===== src/rtl/core/lpbd_pkg.sv =====
// ----------------------------------------------------------------------------
// lpbd_pkg
// Types and constants shared by the length-prefixed bit deserializer modules.
// ----------------------------------------------------------------------------
package lpbd_pkg;

  // Width of the sender identity carried with every bit.
  localparam int unsigned SenderW = 22;
  // Width of a payload byte.
  localparam int unsigned ByteW   = 8;
  // Width of the completed byte counter.
  localparam int unsigned CountW  = 31;
  // Largest message length that is accepted.
  localparam logic [31:0] MaxLength = 32'h7FFF_FFFF;

  // Kind of a result word.
  typedef enum logic [2:0] {
    KIND_HDR_ACK = 3'd0,
    KIND_BYTE    = 3'd1,
    KIND_LAST    = 3'd2,
    KIND_EMPTY   = 3'd3,
    KIND_ERROR   = 3'd4
  } kind_e;

  // One result word as it travels to the output buffer.
  typedef struct packed {
    kind_e              kind;
    logic [ByteW-1:0]   data_byte;
    logic [SenderW-1:0] ack_target;
    logic               last;
  } result_t;

endpackage


===== src/rtl/core/lpbd_core.sv =====
// ----------------------------------------------------------------------------
// lpbd_core
// Header and byte assembly: one accepted bit updates the framing state and
// may produce one result word in the same cycle.
// ----------------------------------------------------------------------------
module lpbd_core #(
  parameter int unsigned HEADER_BITS = 32
) (
  input  logic                          clk_i,
  input  logic                          rst_ni,
  input  logic                          accept_i,
  input  logic                          bit_value_i,
  input  logic [lpbd_pkg::SenderW-1:0]  sender_id_i,
  output logic                          res_valid_o,
  output lpbd_pkg::result_t             res_o
);

  localparam int unsigned CntW = $clog2(HEADER_BITS + 1);
  localparam int unsigned IdxW = $clog2(HEADER_BITS);
  localparam logic [CntW-1:0] HdrLast  = CntW'(HEADER_BITS - 1);
  localparam logic [CntW-1:0] ByteLast = CntW'(lpbd_pkg::ByteW - 1);

  logic                          phase_q, phase_d;
  logic [HEADER_BITS-1:0]        hdr_q, hdr_d;
  logic [CntW-1:0]               cnt_q, cnt_d;
  logic [lpbd_pkg::ByteW-1:0]    byte_q, byte_d;
  logic [lpbd_pkg::CountW-1:0]   done_q, done_d;

  logic [HEADER_BITS-1:0]        hdr_next;
  logic [lpbd_pkg::ByteW-1:0]    byte_next;
  logic [lpbd_pkg::CountW-1:0]   done_inc;
  logic [31:0]                   hdr_next_ext;
  logic [31:0]                   hdr_len;

  // Bit insertion into the header and into the byte under assembly.
  always_comb begin
    hdr_next = hdr_q;
    hdr_next[cnt_q[IdxW-1:0]] = hdr_q[cnt_q[IdxW-1:0]] | bit_value_i;
    byte_next = byte_q;
    byte_next[cnt_q[2:0]] = byte_q[cnt_q[2:0]] | bit_value_i;
  end

  assign hdr_next_ext = 32'(hdr_next);
  assign hdr_len      = 32'(hdr_q);
  assign done_inc     = done_q + lpbd_pkg::CountW'(1);

  // Framing state update and result selection.
  always_comb begin
    phase_d          = phase_q;
    hdr_d            = hdr_q;
    cnt_d            = cnt_q;
    byte_d           = byte_q;
    done_d           = done_q;
    res_valid_o      = 1'b0;
    res_o.kind       = lpbd_pkg::KIND_BYTE;
    res_o.data_byte  = '0;
    res_o.ack_target = '0;
    res_o.last       = 1'b0;
    if (accept_i) begin
      if (!phase_q) begin
        hdr_d = hdr_next;
        cnt_d = cnt_q + CntW'(1);
        if (cnt_q == HdrLast) begin
          res_valid_o      = 1'b1;
          res_o.ack_target = sender_id_i;
          cnt_d            = '0;
          byte_d           = '0;
          done_d           = '0;
          priority if (hdr_next_ext == 32'd0) begin
            // An empty message completes at once.
            hdr_d      = '0;
            res_o.kind = lpbd_pkg::KIND_EMPTY;
            res_o.last = 1'b1;
          end else if (hdr_next_ext > lpbd_pkg::MaxLength) begin
            hdr_d      = '0;
            res_o.kind = lpbd_pkg::KIND_ERROR;
            res_o.last = 1'b1;
          end else begin
            phase_d    = 1'b1;
            res_o.kind = lpbd_pkg::KIND_HDR_ACK;
          end
        end
      end else begin
        byte_d = byte_next;
        cnt_d  = cnt_q + CntW'(1);
        if (cnt_q == ByteLast) begin
          res_valid_o     = 1'b1;
          res_o.data_byte = byte_next;
          cnt_d           = '0;
          byte_d          = '0;
          done_d          = done_inc;
          if ({1'b0, done_inc} >= hdr_len) begin
            // Final byte of the message: back to header phase.
            phase_d          = 1'b0;
            hdr_d            = '0;
            done_d           = '0;
            res_o.kind       = lpbd_pkg::KIND_LAST;
            res_o.ack_target = sender_id_i;
            res_o.last       = 1'b1;
          end
        end
      end
    end
  end

  // State registers.
  always_ff @(posedge clk_i or negedge rst_ni) begin
    if (!rst_ni) begin
      phase_q <= 1'b0;
      hdr_q   <= '0;
      cnt_q   <= '0;
      byte_q  <= '0;
      done_q  <= '0;
    end else begin
      phase_q <= phase_d;
      hdr_q   <= hdr_d;
      cnt_q   <= cnt_d;
      byte_q  <= byte_d;
      done_q  <= done_d;
    end
  end

endmodule


===== src/rtl/core/lpbd_out_buf.sv =====
// ----------------------------------------------------------------------------
// lpbd_out_buf
// Output register with a skid entry, so the input stall is registered and
// a result is never dropped while the consumer stalls.
// ----------------------------------------------------------------------------
module lpbd_out_buf (
  input  logic              clk_i,
  input  logic              rst_ni,
  input  logic              push_i,
  input  lpbd_pkg::result_t push_data_i,
  output logic              full_o,
  output logic              out_valid_o,
  input  logic              out_stall_i,
  output lpbd_pkg::result_t out_data_o
);

  logic              out_valid_q, out_valid_d;
  logic              skid_valid_q, skid_valid_d;
  lpbd_pkg::result_t out_data_q, out_data_d;
  lpbd_pkg::result_t skid_data_q, skid_data_d;
  logic              out_ready;

  assign out_ready = !out_valid_q || !out_stall_i;

  // Refill the output register from the skid entry first, then from a push.
  always_comb begin
    out_valid_d  = out_valid_q;
    out_data_d   = out_data_q;
    skid_valid_d = skid_valid_q;
    skid_data_d  = skid_data_q;
    if (out_ready) begin
      if (skid_valid_q) begin
        out_valid_d  = 1'b1;
        out_data_d   = skid_data_q;
        skid_valid_d = 1'b0;
      end else begin
        out_valid_d = push_i;
        out_data_d  = push_data_i;
      end
    end else if (push_i) begin
      skid_valid_d = 1'b1;
      skid_data_d  = push_data_i;
    end
  end

  // Valid flags.
  always_ff @(posedge clk_i or negedge rst_ni) begin
    if (!rst_ni) begin
      out_valid_q  <= 1'b0;
      skid_valid_q <= 1'b0;
    end else begin
      out_valid_q  <= out_valid_d;
      skid_valid_q <= skid_valid_d;
    end
  end

  // Payload registers.
  always_ff @(posedge clk_i) begin
    out_data_q  <= out_data_d;
    skid_data_q <= skid_data_d;
  end

  assign full_o      = skid_valid_q;
  assign out_valid_o = out_valid_q;
  assign out_data_o  = out_data_q;

endmodule


===== src/rtl/core/length_prefixed_bit_deserializer.sv =====
// ----------------------------------------------------------------------------
// length_prefixed_bit_deserializer
// Deframes a serial bit stream: a length header, LSB first, then that many
// payload bytes, each LSB first.
// ----------------------------------------------------------------------------
// The block takes one bit word per clock while in_stall_o is low, handles
// each bit in the cycle it is accepted and registers each result word in
// the output buffer before it reaches the output. A header of HEADER_BITS
// bits is gathered first and acknowledged to the sender (kind 0); a header
// of zero ends the message at once (kind 3) and a header above 2^31-1
// reports a length error (kind 4). Payload bytes then come out as kind 1,
// and the byte that reaches the length as kind 2 with last set, after
// which the next bit starts a new header. Acknowledges go to the sender of
// the bit that causes them. The output side holds two result words (output
// register plus skid entry), so the input stalls only when both are
// occupied; with no downstream stall the rate is one bit per clock.
module length_prefixed_bit_deserializer #(
  parameter int unsigned HEADER_BITS = 32
) (
  input  logic                          clk_i,
  input  logic                          rst_ni,
  input  logic                          in_valid_i,
  output logic                          in_stall_o,
  input  logic                          bit_value_i,
  input  logic [lpbd_pkg::SenderW-1:0]  sender_id_i,
  output logic                          out_valid_o,
  input  logic                          out_stall_i,
  output logic [2:0]                    kind_o,
  output logic [lpbd_pkg::ByteW-1:0]    data_byte_o,
  output logic [lpbd_pkg::SenderW-1:0]  ack_target_o,
  output logic                          last_o
);

  logic              accept;
  logic              full;
  logic              res_valid;
  lpbd_pkg::result_t res;
  lpbd_pkg::result_t out_data;

  assign in_stall_o = full;
  assign accept     = in_valid_i && !full;

  // Framing logic.
  lpbd_core #(
    .HEADER_BITS (HEADER_BITS)
  ) u_core (
    .clk_i       (clk_i),
    .rst_ni      (rst_ni),
    .accept_i    (accept),
    .bit_value_i (bit_value_i),
    .sender_id_i (sender_id_i),
    .res_valid_o (res_valid),
    .res_o       (res)
  );

  // Result buffering toward the consumer.
  lpbd_out_buf u_out_buf (
    .clk_i       (clk_i),
    .rst_ni      (rst_ni),
    .push_i      (res_valid),
    .push_data_i (res),
    .full_o      (full),
    .out_valid_o (out_valid_o),
    .out_stall_i (out_stall_i),
    .out_data_o  (out_data)
  );

  assign kind_o       = out_data.kind;
  assign data_byte_o  = out_data.data_byte;
  assign ack_target_o = out_data.ack_target;
  assign last_o       = out_data.last;

endmodule

===== config.mk =====
export PLATFORM = sky130hd
export DESIGN_NAME = length_prefixed_bit_deserializer
export DESIGN_NICKNAME = d
export VERILOG_FILES = /design/src/rtl/core/lpbd_pkg.sv /design/src/rtl/core/lpbd_core.sv /design/src/rtl/core/lpbd_out_buf.sv /design/src/rtl/core/length_prefixed_bit_deserializer.sv
export SDC_FILE = /design/constraint.sdc
export NUM_CORES = 1
export LEC_CHECK = 0
export BUFFER_PORTS_ARGS = -buffer_cell sky130_fd_sc_hd__buf_2
export CORE_AREA = 2 2 174 176
export DETAILED_ROUTE_END_ITERATION = 16
export DIE_AREA = 0 0 176 178
export PLACE_DENSITY = 0.43
export SYNTH_ARGS = -nofsm -noshare
export SYNTH_HDL_FRONTEND = slang
export SYNTH_SLANG_ARGS = --single-unit

===== constraint.sdc =====
create_clock -name clk_i -period 12.17 [get_ports clk_i]
set_clock_uncertainty 0.05 [all_clocks]
set_input_delay 0.6085 -clock clk_i [delete_from_list [all_inputs] [get_ports clk_i]]
set_output_delay 0.6085 -clock clk_i [all_outputs]
set_load 0.05 [all_outputs]

==> flow_metrics.tcl, run 1 <==
set metrics [dict create \
    slew_headroom 0.3003 \
    synth_compound_area_frac 0.2271 \
    synth_xor_area_frac 0.03011 \
    setup_violations 0 \
    insertion_delay_ns 0.42 \
    grt_pass1_vias 7066 \
    reg2reg_to "u_out_buf.out_data_o[7]" \
    finalWirelength_um 27350 \
    syn_inst 896 \
    finalNonFillerCells 1339 \
    multi_input_area_mm2 0.004332 \
    post_cts_buffers 0 \
    power.density_mw_per_mm2 164.6 \
    dpl.cell_count 1307 \
    final_hold_viol_count 0 \
    power_leakage_uw 0.004440 \
    synthSimpleGateAreaFrac 0.1733 \
    drtAntennaViolNets 0 \
    maxCapViolCount 0 \
    final_core_util 0.3399 \
    diodes 0 \
    crit_top_cell "a21o_1" \
    grt_pass1_wl_um 43070 \
    antenna_found_initial 0 \
    clock_sinks 148 \
    cp_top_family "compound AO/OA/AOI/OAI gates" \
    rr_startpoint "u_core.done_q[0]" \
    die_y_um 178 \
    track_usage 0.1799 \
    syn_to_final_growth_pct 14.52 \
    seq_area_mm2 0.004044 \
    synth_nets 959 \
    cts_buffer_depth 2 \
    worstPathRequired_ns 12.29 \
    cts_tree "yes" \
    cp.arrival_ns 5.45 \
    slowest_delay_ns 0.58 \
    yosysWarnings 0 \
    worst_pin_slew_ns 1.047 \
    endpoint_kind "flop" \
    cts_made_buffers 17 \
    worstPathMaxFanout 28 \
    synthAdderAreaFrac 0.05161 \
    final_nets 999 \
    drv_slew 0 \
    ys_async_sr_fraction 0.5405 \
    clockRootBuffer "clkbuf_16" \
    synth_top_family_by_area "compound AO/OA/AOI/OAI gates" \
    coreArea_mm2 0.02940 \
    first_iter_violations 702 \
    netlist_top_cells_area "edfxtp_1 23%, dfrtp_1 23%, ha_1 5.2%" \
    crit_slowest_cell "o21ai_0" \
    timing.fmax_ghz 0.1876 \
    vias_per_cell 5.355 \
    yosysSeqAreaShare 0.4634 \
    finalCritPeriodShare 0.4379 \
    synth.distinct_cells 75 \
    synth.most_common_cell "dfrtp_1" \
    overflow 0 \
    dpl.hpwl_um 19220 \
    synth_common_cells "80 x dfrtp_1, 78 x nand2_1, 73 x o21ai_0, 72 x nor2_1, 68 x edfxtp_1" \
    synth.largest_area_cell "edfxtp_1" \
    drc 0 \
    synth-main-ff-cell "dfrtp_1" \
    start_util 0.2968 \
    ys_seq_elements 148 \
    syn-cell-area_mm2 0.008727 \
    finalCriticalPeriod_ns 5.329 \
    synth.top_cell.area_share 0.2340 \
    gp_congestion 0.8865 \
    run_status "finished, final reports clean" \
    cts_resized 0 \
    wl_per_cell_um 20.43 \
    rsz0062_at_grt "false" \
    clk_pin_slew_worst_paths_ns 0.07 \
    grt_max_degree 48 \
    worstSetupStartpointType "flop" \
    die_w_um 176 \
    die_area_mm2 0.03133 \
    htreeDepth 4 \
    path_buf_inv 1 \
    rr_worst_depth 17 \
    critical_path_class "flop to flop" \
    vias 7171 \
    tns_ns 0 \
    io_pins 63 \
    holdBufCountCts 0 \
    filler_cell_count 3031 \
    reg2reg_slack_ns 6.84 \
    rows 63 \
    synth.avg_cell_area_um2 9.740 \
    drt_pre_antenna_iters 5 \
    vdd_drop_max_v 0.00009421 \
    crit_chain "ha_1, nand2_1, nor3_1, and3_1, nand3_1, xnor2_1, ha_1, a21o_1, a21o_1, a21o_1, a2111oi_0, o21ai_0, o21ai_0, nand2_1, buf_4, and3_1, a21o_1" \
    io_buffers 62 \
    synth_mux_area_frac 0.01104 \
    synth_edf_count 68 \
    hp-class "input pin to asynchronous set/reset pin" \
    final_layout_size_suffix_gt1_frac 0.1307 \
]
==> power by group <==
group	internal (µW)	total, µW	switching, µW
clock	310	553	244
combinational	148	468	321
sequential	561	623	62.4
total	1020	1650	627
==> flip-flops by register name, summed over array words and instances, names as in the netlist <==
name	cells
u_core.byte_q	8
u_core.cnt_q	6
u_out_buf.full_o	1
u_out_buf.out_data_o	34
u_out_buf.skid_data_q	34
u_core.done_q	31
u_core.phase_q	1
u_core.hdr_len	32
u_out_buf.out_valid_o	1
==> stage by stage <==
step	total power [µW]	hold WS (ns)	setup slack [ns]	area (µm²)
6_report	1645	0.1073	6.841	9995
5_1_grt	1730	0.1317	6.493	9995
4_1_cts	1652	0.1163	6.896	9995
3_5_place_dp	1094	0.4418	6.946	9402
3_3_place_gp	1097	0.4347	7.114	9402
2_1_floorplan	961.0	0.2629	7.927	8727
==> layout make-up <==
| class | instances | share of cell area |
|---|---|---|
| inverter | 40 | 0.01502 |
| timing repair buffer | 72 | 0.03881 |
| clock buffer | 18 | 0.04294 |
| clock inverter | 14 | 0.01640 |
| tap | 390 | 0.04882 |
| multi-input combinational | 657 | 0.4334 |
| sequential | 148 | 0.4046 |
==> cells by family (layout without fill, tap and decap cells) <==
family                   count (synthesis)  in the layout
buffers and inverters                   91            144
XOR/XNOR                                30             30
flip-flops                             148            148
AND/OR/NAND/NOR                        308            308
AO/OA/AOI/OAI                          275            275
adder cells (fa/ha/maj)                 36             36
multiplexers                             8              8
==> worst reg2reg max path: stages (launching register included) <==
cell and delay [ns]:
dfrtp_1 0.43, ha_1 0.29, nand2_1 0.09, nor3_1 0.53
and3_1 0.34, nand3_1 0.12, xnor2_1 0.17, ha_1 0.19
a21o_1 0.17, a21o_1 0.16, a21o_1 0.16, a2111oi_0 0.39
o21ai_0 0.21, o21ai_0 0.58, nand2_1 0.45, buf_4 0.37
and3_1 0.24, a21o_1 0.15
==> metal layers <==
layer  global-route usage  vias up  wire length, µm  part of all wire
met5                    0        -                0                 0
met4              0.04511        0              431             0.016
met3              0.02835       25             1362             0.050
met2               0.2904      221            12560              0.46
met1               0.2525     3493            12990              0.48
li1                     -     3432                -                 -
==> layout by cell type, fill, tap and decap left out, types with 4 or more instances in the layout <==
cell type   n
a21oi_1    15
mux2i_1     4
a2bb2oi_1   4
inv_6       5
ha_1       36
a2111oi_0   4
nor4_1      6
o221ai_1    8
a22oi_1     5
o21ai_0    73
a221oi_1    5
xor2_1     11
buf_2      61
or3_1       8
a211oi_1    9
nor2_1     71
dfrtp_1    80
o21ai_1    18
edfxtp_1   68
clkbuf_16  17
a22o_1     29
o22ai_1     4
nand4_1     8
nor2b_1     9
nand2_1    77
nand3_1    30
o31ai_1     7
nand2b_1   12
a221o_1     5
and3_1     36
inv_1      39
nor3_1     29
o21a_1      7
a31oi_1     5
xnor2_1    19
a21o_1     43
buf_4      11
==> how the worst max path moves through the flow <==
stage                     start                       end  slack [ns]  depth (start not counted)
3_3_place_gp   u_core.done_q[2]         u_core.hdr_len[9]        7.11                         16
6_report       u_core.done_q[0]   u_out_buf.out_data_o[7]        6.84                         17
3_5_place_dp   u_core.done_q[0]  u_out_buf.out_data_o[13]        6.95                         17
4_1_cts        u_core.done_q[0]   u_out_buf.out_data_o[3]        6.90                         17
5_1_grt        u_core.done_q[0]  u_out_buf.out_data_o[11]        6.49                         16
2_1_floorplan  u_core.done_q[2]  u_out_buf.out_data_o[31]        7.93                         18
No activity file was read; power rests on OpenSTA's default activity.
==> run 2, diff against run 1 <==
clock period = 5.4 ns   (was 12.17 ns; I/O delays follow)
==> run 2 against run 1 <==
Against the previous run: routed wire length grew 1.7%; sequential power grew 120%; worst hold slack gained 0.019 ns; utilization grew 0.31 points; critical path type unchanged.
==> flow_metrics.tcl, run 2 (same netlist as run 1, synthesis figures left out) <==
set metrics [dict create \
    io_buffers 62 \
    vias 7278 \
    die_w_um 176 \
    power_frac_seq 0.373 \
    grt_pass1_wl_um 43380 \
    overflow 0 \
    final_common_cell "dfrtp_1" \
    diodes 0 \
    die_y_um 178 \
    drc 0 \
    maxCapViolCount 0 \
    track_usage 0.1808 \
    layout_common_cells "80 x dfrtp_1, 77 x nand2_1, 73 x o21ai_0" \
    rr_worst_depth 17 \
    drtAntennaViolNets 0 \
    insertion_delay_ns 0.43 \
    antenna_found_initial 0 \
    rsz0062_at_grt "false" \
    cts_resized 0 \
    dpl.hpwl_um 19720 \
    clockRootBuffer "clkbuf_16" \
    rows 63 \
    setup_violations 0 \
    swShare 0.3945 \
    htreeDepth 4 \
    wl_per_cell_um 20.53 \
    worstSetupStartpointType "flop" \
    grt_max_degree 46 \
    coreArea_mm2 0.02940 \
    place_area_mm2 0.009507 \
    tns_ns 0 \
    first_iter_violations 576 \
    gp_congestion 0.9022 \
    run_status "finished, final reports clean" \
    slew_headroom 0.4322 \
    worst_pin_slew_ns 0.8499 \
    die_area_mm2 0.03133 \
    post_cts_buffers 0 \
    final_nets 1015 \
    final_layout_size_suffix_gt1_frac 0.1440 \
    filler_cell_count 3014 \
    cts_tree "yes" \
    final_core_util 0.3430 \
    vdd_drop_max_v 0.0002001 \
    hold_depth 2 \
    p_switching_uw 1456 \
    drt_pre_antenna_iters 5 \
    clk_pin_slew_worst_paths_ns 0.07 \
    start_util 0.2968 \
    hp-class "input pin to flop" \
    whs_ns 0.1266 \
    fin_area_mm2 0.01009 \
    clock_sinks 148 \
    endpoint_kind "flop" \
    critical_path_class "flop to flop" \
    vias_per_cell 5.371 \
    power.density_mw_per_mm2 365.9 \
    clkPwrFrac 0.317 \
    p_comb_frac 0.310 \
    finalCritPeriodShare 0.8728 \
    final_hold_viol_count 0 \
    finalWirelength_um 27810 \
    finalPower_uw 3690 \
    timing.fmax_ghz 0.2122 \
    cp.arrival_ns 4.99 \
    power_leakage_uw 0.004503 \
    p_int_uw 2235 \
    drv_slew 0 \
    cts_buffer_depth 2 \
    worstPathRequired_ns 5.68 \
    io_pins 63 \
    worstPathMaxFanout 11 \
    holdBufCountCts 1 \
    grt_pass1_vias 7102 \
    syn_to_final_growth_pct 15.57 \
    finalCriticalPeriod_ns 4.713 \
    cts_made_buffers 17 \
]
==> run 2: power groups by stage <==
stage               sequential [µW]  clock, µW  combinational [µW]
finish                         1370       1170                1140
global route                   1390       1250                1230
CTS                            1370       1210                1120
detailed placement             1400          0                1120
global placement               1390          0                1130
floorplan                      1440          0                 726
==> run 2: per-layer routing <==
layer,GRT usage,vias up,wire length (µm)
met5,0,-,0
met4,0.05441,0,518
met3,0.02238,25,1309
met2,0.2895,220,12580
met1,0.2560,3565,13410
li1,-,3468,-
==> run 2: stage by stage <==
stage / instances / setup slack [ns]
global placement: 1322 / 0.8317
finish: 1355 / 0.6870
floorplan: 896 / 1.157
detailed placement: 1322 / 0.6902
CTS: 1355 / 0.6429
global route: 1355 / 0.1916
==> run 2: worst paths after layout <==
path | startpoint | to | slack [ns]
max | u_core.done_q[0] | u_core.done_q[22] | 0.69
min | sender_id_i[13] | u_out_buf.skid_data_q[14] | 0.13
max reg2reg | u_core.done_q[0] | u_core.done_q[22] | 0.69
min reg2reg | u_core.byte_q[5] | u_core.byte_q[5] | 0.46
max in group asynchronous | rst_ni | u_core.hdr_len[29] | 3.92
min in group asynchronous | rst_ni | u_core.done_q[20] | 0.30
==> run 2: critical path, stage by stage, from the launching register on <==
cell and delay, ns:
dfrtp_1 0.42, ha_1 0.28, nand2_1 0.10, nor3_1 0.44, and3_1 0.33, nand3_1 0.11, xnor2_1 0.17, ha_1 0.19
a21o_1 0.17, a21o_1 0.16, a21o_1 0.16, a2111oi_0 0.38, o21ai_0 0.21, o21a_1 0.23, buf_4 0.18, nor2_1 0.42
nand2_1 0.31, o31ai_1 0.29
==> run 2: area by class of cell <==
| class | instances | area (µm²) | share of cell area |
|---|---|---|---|
| multi-input cells | 657 | 4324 | 0.4287 |
| flip-flops and latches | 148 | 4044 | 0.4009 |
| repair buffers | 88 | 510.5 | 0.05061 |
| well taps | 390 | 488.0 | 0.04838 |
| clock buffers | 18 | 429.2 | 0.04255 |
| inverters | 40 | 150.1 | 0.01489 |
| clock inverters | 14 | 140.1 | 0.01389 |
==> run 3, diff against run 2 <==
CTS_BUF_LIST = sky130_fd_sc_hd__clkbuf_8 sky130_fd_sc_hd__clkbuf_16   (was unset)
==> run 3 against run 2 <==
Against the previous run: sequential power is essentially flat; non-clock buffer count stayed put; largest power group unchanged; first-iteration DRC count down 0.52%; critical path type unchanged; global-route usage is the same; combinational power about the same; critical path depth is the same; routed wire length hardly changed; via count about the same; setup slack improved by 0.0016 ns.
==> flow_metrics.tcl, run 3 (same netlist as run 1, synthesis figures left out) <==
set metrics [dict create \
    drc 0 \
    grt_pass1_vias 7102 \
    setup_violations 0 \
    layout_common_cells "80 x dfrtp_1, 77 x nand2_1, 73 x o21ai_0" \
    fin_area_mm2 0.01009 \
    syn_to_final_growth_pct 15.57 \
    final_nets 1015 \
    rows 63 \
    place_area_mm2 0.009507 \
    finalCritPeriodShare 0.8725 \
    track_usage 0.1808 \
    io_pins 63 \
    clk_pin_slew_worst_paths_ns 0.07 \
    holdBufCountCts 1 \
    crit_top_cell "a21o_1" \
    hp-class "input pin to flop" \
    final_hold_viol_count 0 \
    worstPathRequired_ns 5.68 \
    cts_made_buffers 17 \
    antenna_found_initial 0 \
    maxCapViolCount 0 \
    die_w_um 176 \
    slew_headroom 0.4425 \
    first_iter_violations 573 \
    seq_area_mm2 0.004044 \
    worstPathMaxFanout 11 \
    post_cts_buffers 0 \
    power.density_mw_per_mm2 365.7 \
    dpl.hpwl_um 19720 \
    endpoint_kind "flop" \
    diodes 0 \
    multi_input_area_mm2 0.004324 \
    cp_top_family "simple AND/OR/NAND/NOR gates" \
    finalPower_uw 3689 \
    finalCriticalPeriod_ns 4.711 \
    vdd_drop_max_v 0.0001999 \
    run_status "finished, final reports clean" \
    gp_congestion 0.9022 \
    htreeDepth 4 \
    overflow 0 \
    whs_ns 0.1260 \
    die_area_mm2 0.03133 \
    crit_slowest_cell "nor3_1" \
    final_layout_size_suffix_gt1_frac 0.1440 \
    tns_ns 0 \
    drtAntennaViolNets 0 \
    worstSetupStartpointType "flop" \
    worst_pin_slew_ns 0.8152 \
    vias 7276 \
    finalWirelength_um 27800 \
    crit_chain "ha_1, nand2_1, nor3_1, and3_1, nand3_1, xnor2_1, ha_1, a21o_1, a21o_1, a21o_1, a2111oi_0, o21ai_0, o21a_1, buf_4, nor2_1, nand2_1, o31ai_1" \
    insertion_delay_ns 0.43 \
    slowest_delay_ns 0.44 \
    vias_per_cell 5.370 \
    io_buffers 62 \
    cts_resized 0 \
    drv_slew 0 \
    final_common_cell "dfrtp_1" \
    path_buf_inv 1 \
    grt_pass1_wl_um 43380 \
    filler_cell_count 3014 \
    grt_max_degree 46 \
    critical_path_class "flop to flop" \
    die_y_um 178 \
    cts_tree "yes" \
    coreArea_mm2 0.02940 \
    power_leakage_uw 0.004507 \
    cp.arrival_ns 4.99 \
    clockRootBuffer "clkbuf_16" \
    drt_pre_antenna_iters 5 \
    clock_sinks 148 \
    start_util 0.2968 \
    rsz0062_at_grt "false" \
    wl_per_cell_um 20.52 \
    timing.fmax_ghz 0.2122 \
    cts_buffer_depth 2 \
]
-- run 3: per-layer routing --
layer | share of wire | track usage | vias to the layer above | wire length [µm]
met4 | 0.019 | 0.05441 | 0 | 519
li1 | - | - | 3470 | -
met1 | 0.48 | 0.2560 | 3566 | 13380
met3 | 0.048 | 0.02238 | 25 | 1322
met5 | 0 | 0 | - | 0
met2 | 0.45 | 0.2895 | 215 | 12580
-- run 3: final timing paths --
kind | startpoint | endpoint | slack [ns] | depth (start not counted)
hold reg to reg | u_core.byte_q[5] | u_core.byte_q[5] | 0.46 | 2
setup / recovery | u_core.done_q[0] | u_core.done_q[22] | 0.69 | 17
max in group asynchronous | rst_ni | u_core.hdr_len[29] | 3.92 | 3
setup reg to reg | u_core.done_q[0] | u_core.done_q[22] | 0.69 | 17
hold / removal | sender_id_i[13] | u_out_buf.skid_data_q[14] | 0.13 | 2
min in group asynchronous | rst_ni | u_core.done_q[20] | 0.30 | 2
-- run 3: area by class of cell --
cell class,count,share of cell area
clock buffers,17,0.04218
inverters,40,0.01489
well taps,390,0.04838
flip-flops and latches,148,0.4009
repair buffers,88,0.05061
clock inverters,15,0.01427
multi-input cells,657,0.4287
-- run 3: report_power, final --
| group | switching (µW) | internal, µW |
|---|---|---|
| sequential | 110 | 1260 |
| clock | 561 | 609 |
| combinational | 786 | 358 |
-- run 3: metrics by stage --
step	setup slack [ns]	util	instances
after floorplan	1.157	-	896
after global placement	0.8317	0.3233	1322
after detailed placement	0.6902	0.3233	1322
after CTS	0.6429	0.3430	1355
after global routing	0.1916	0.3430	1355
final	0.6886	0.3430	1355
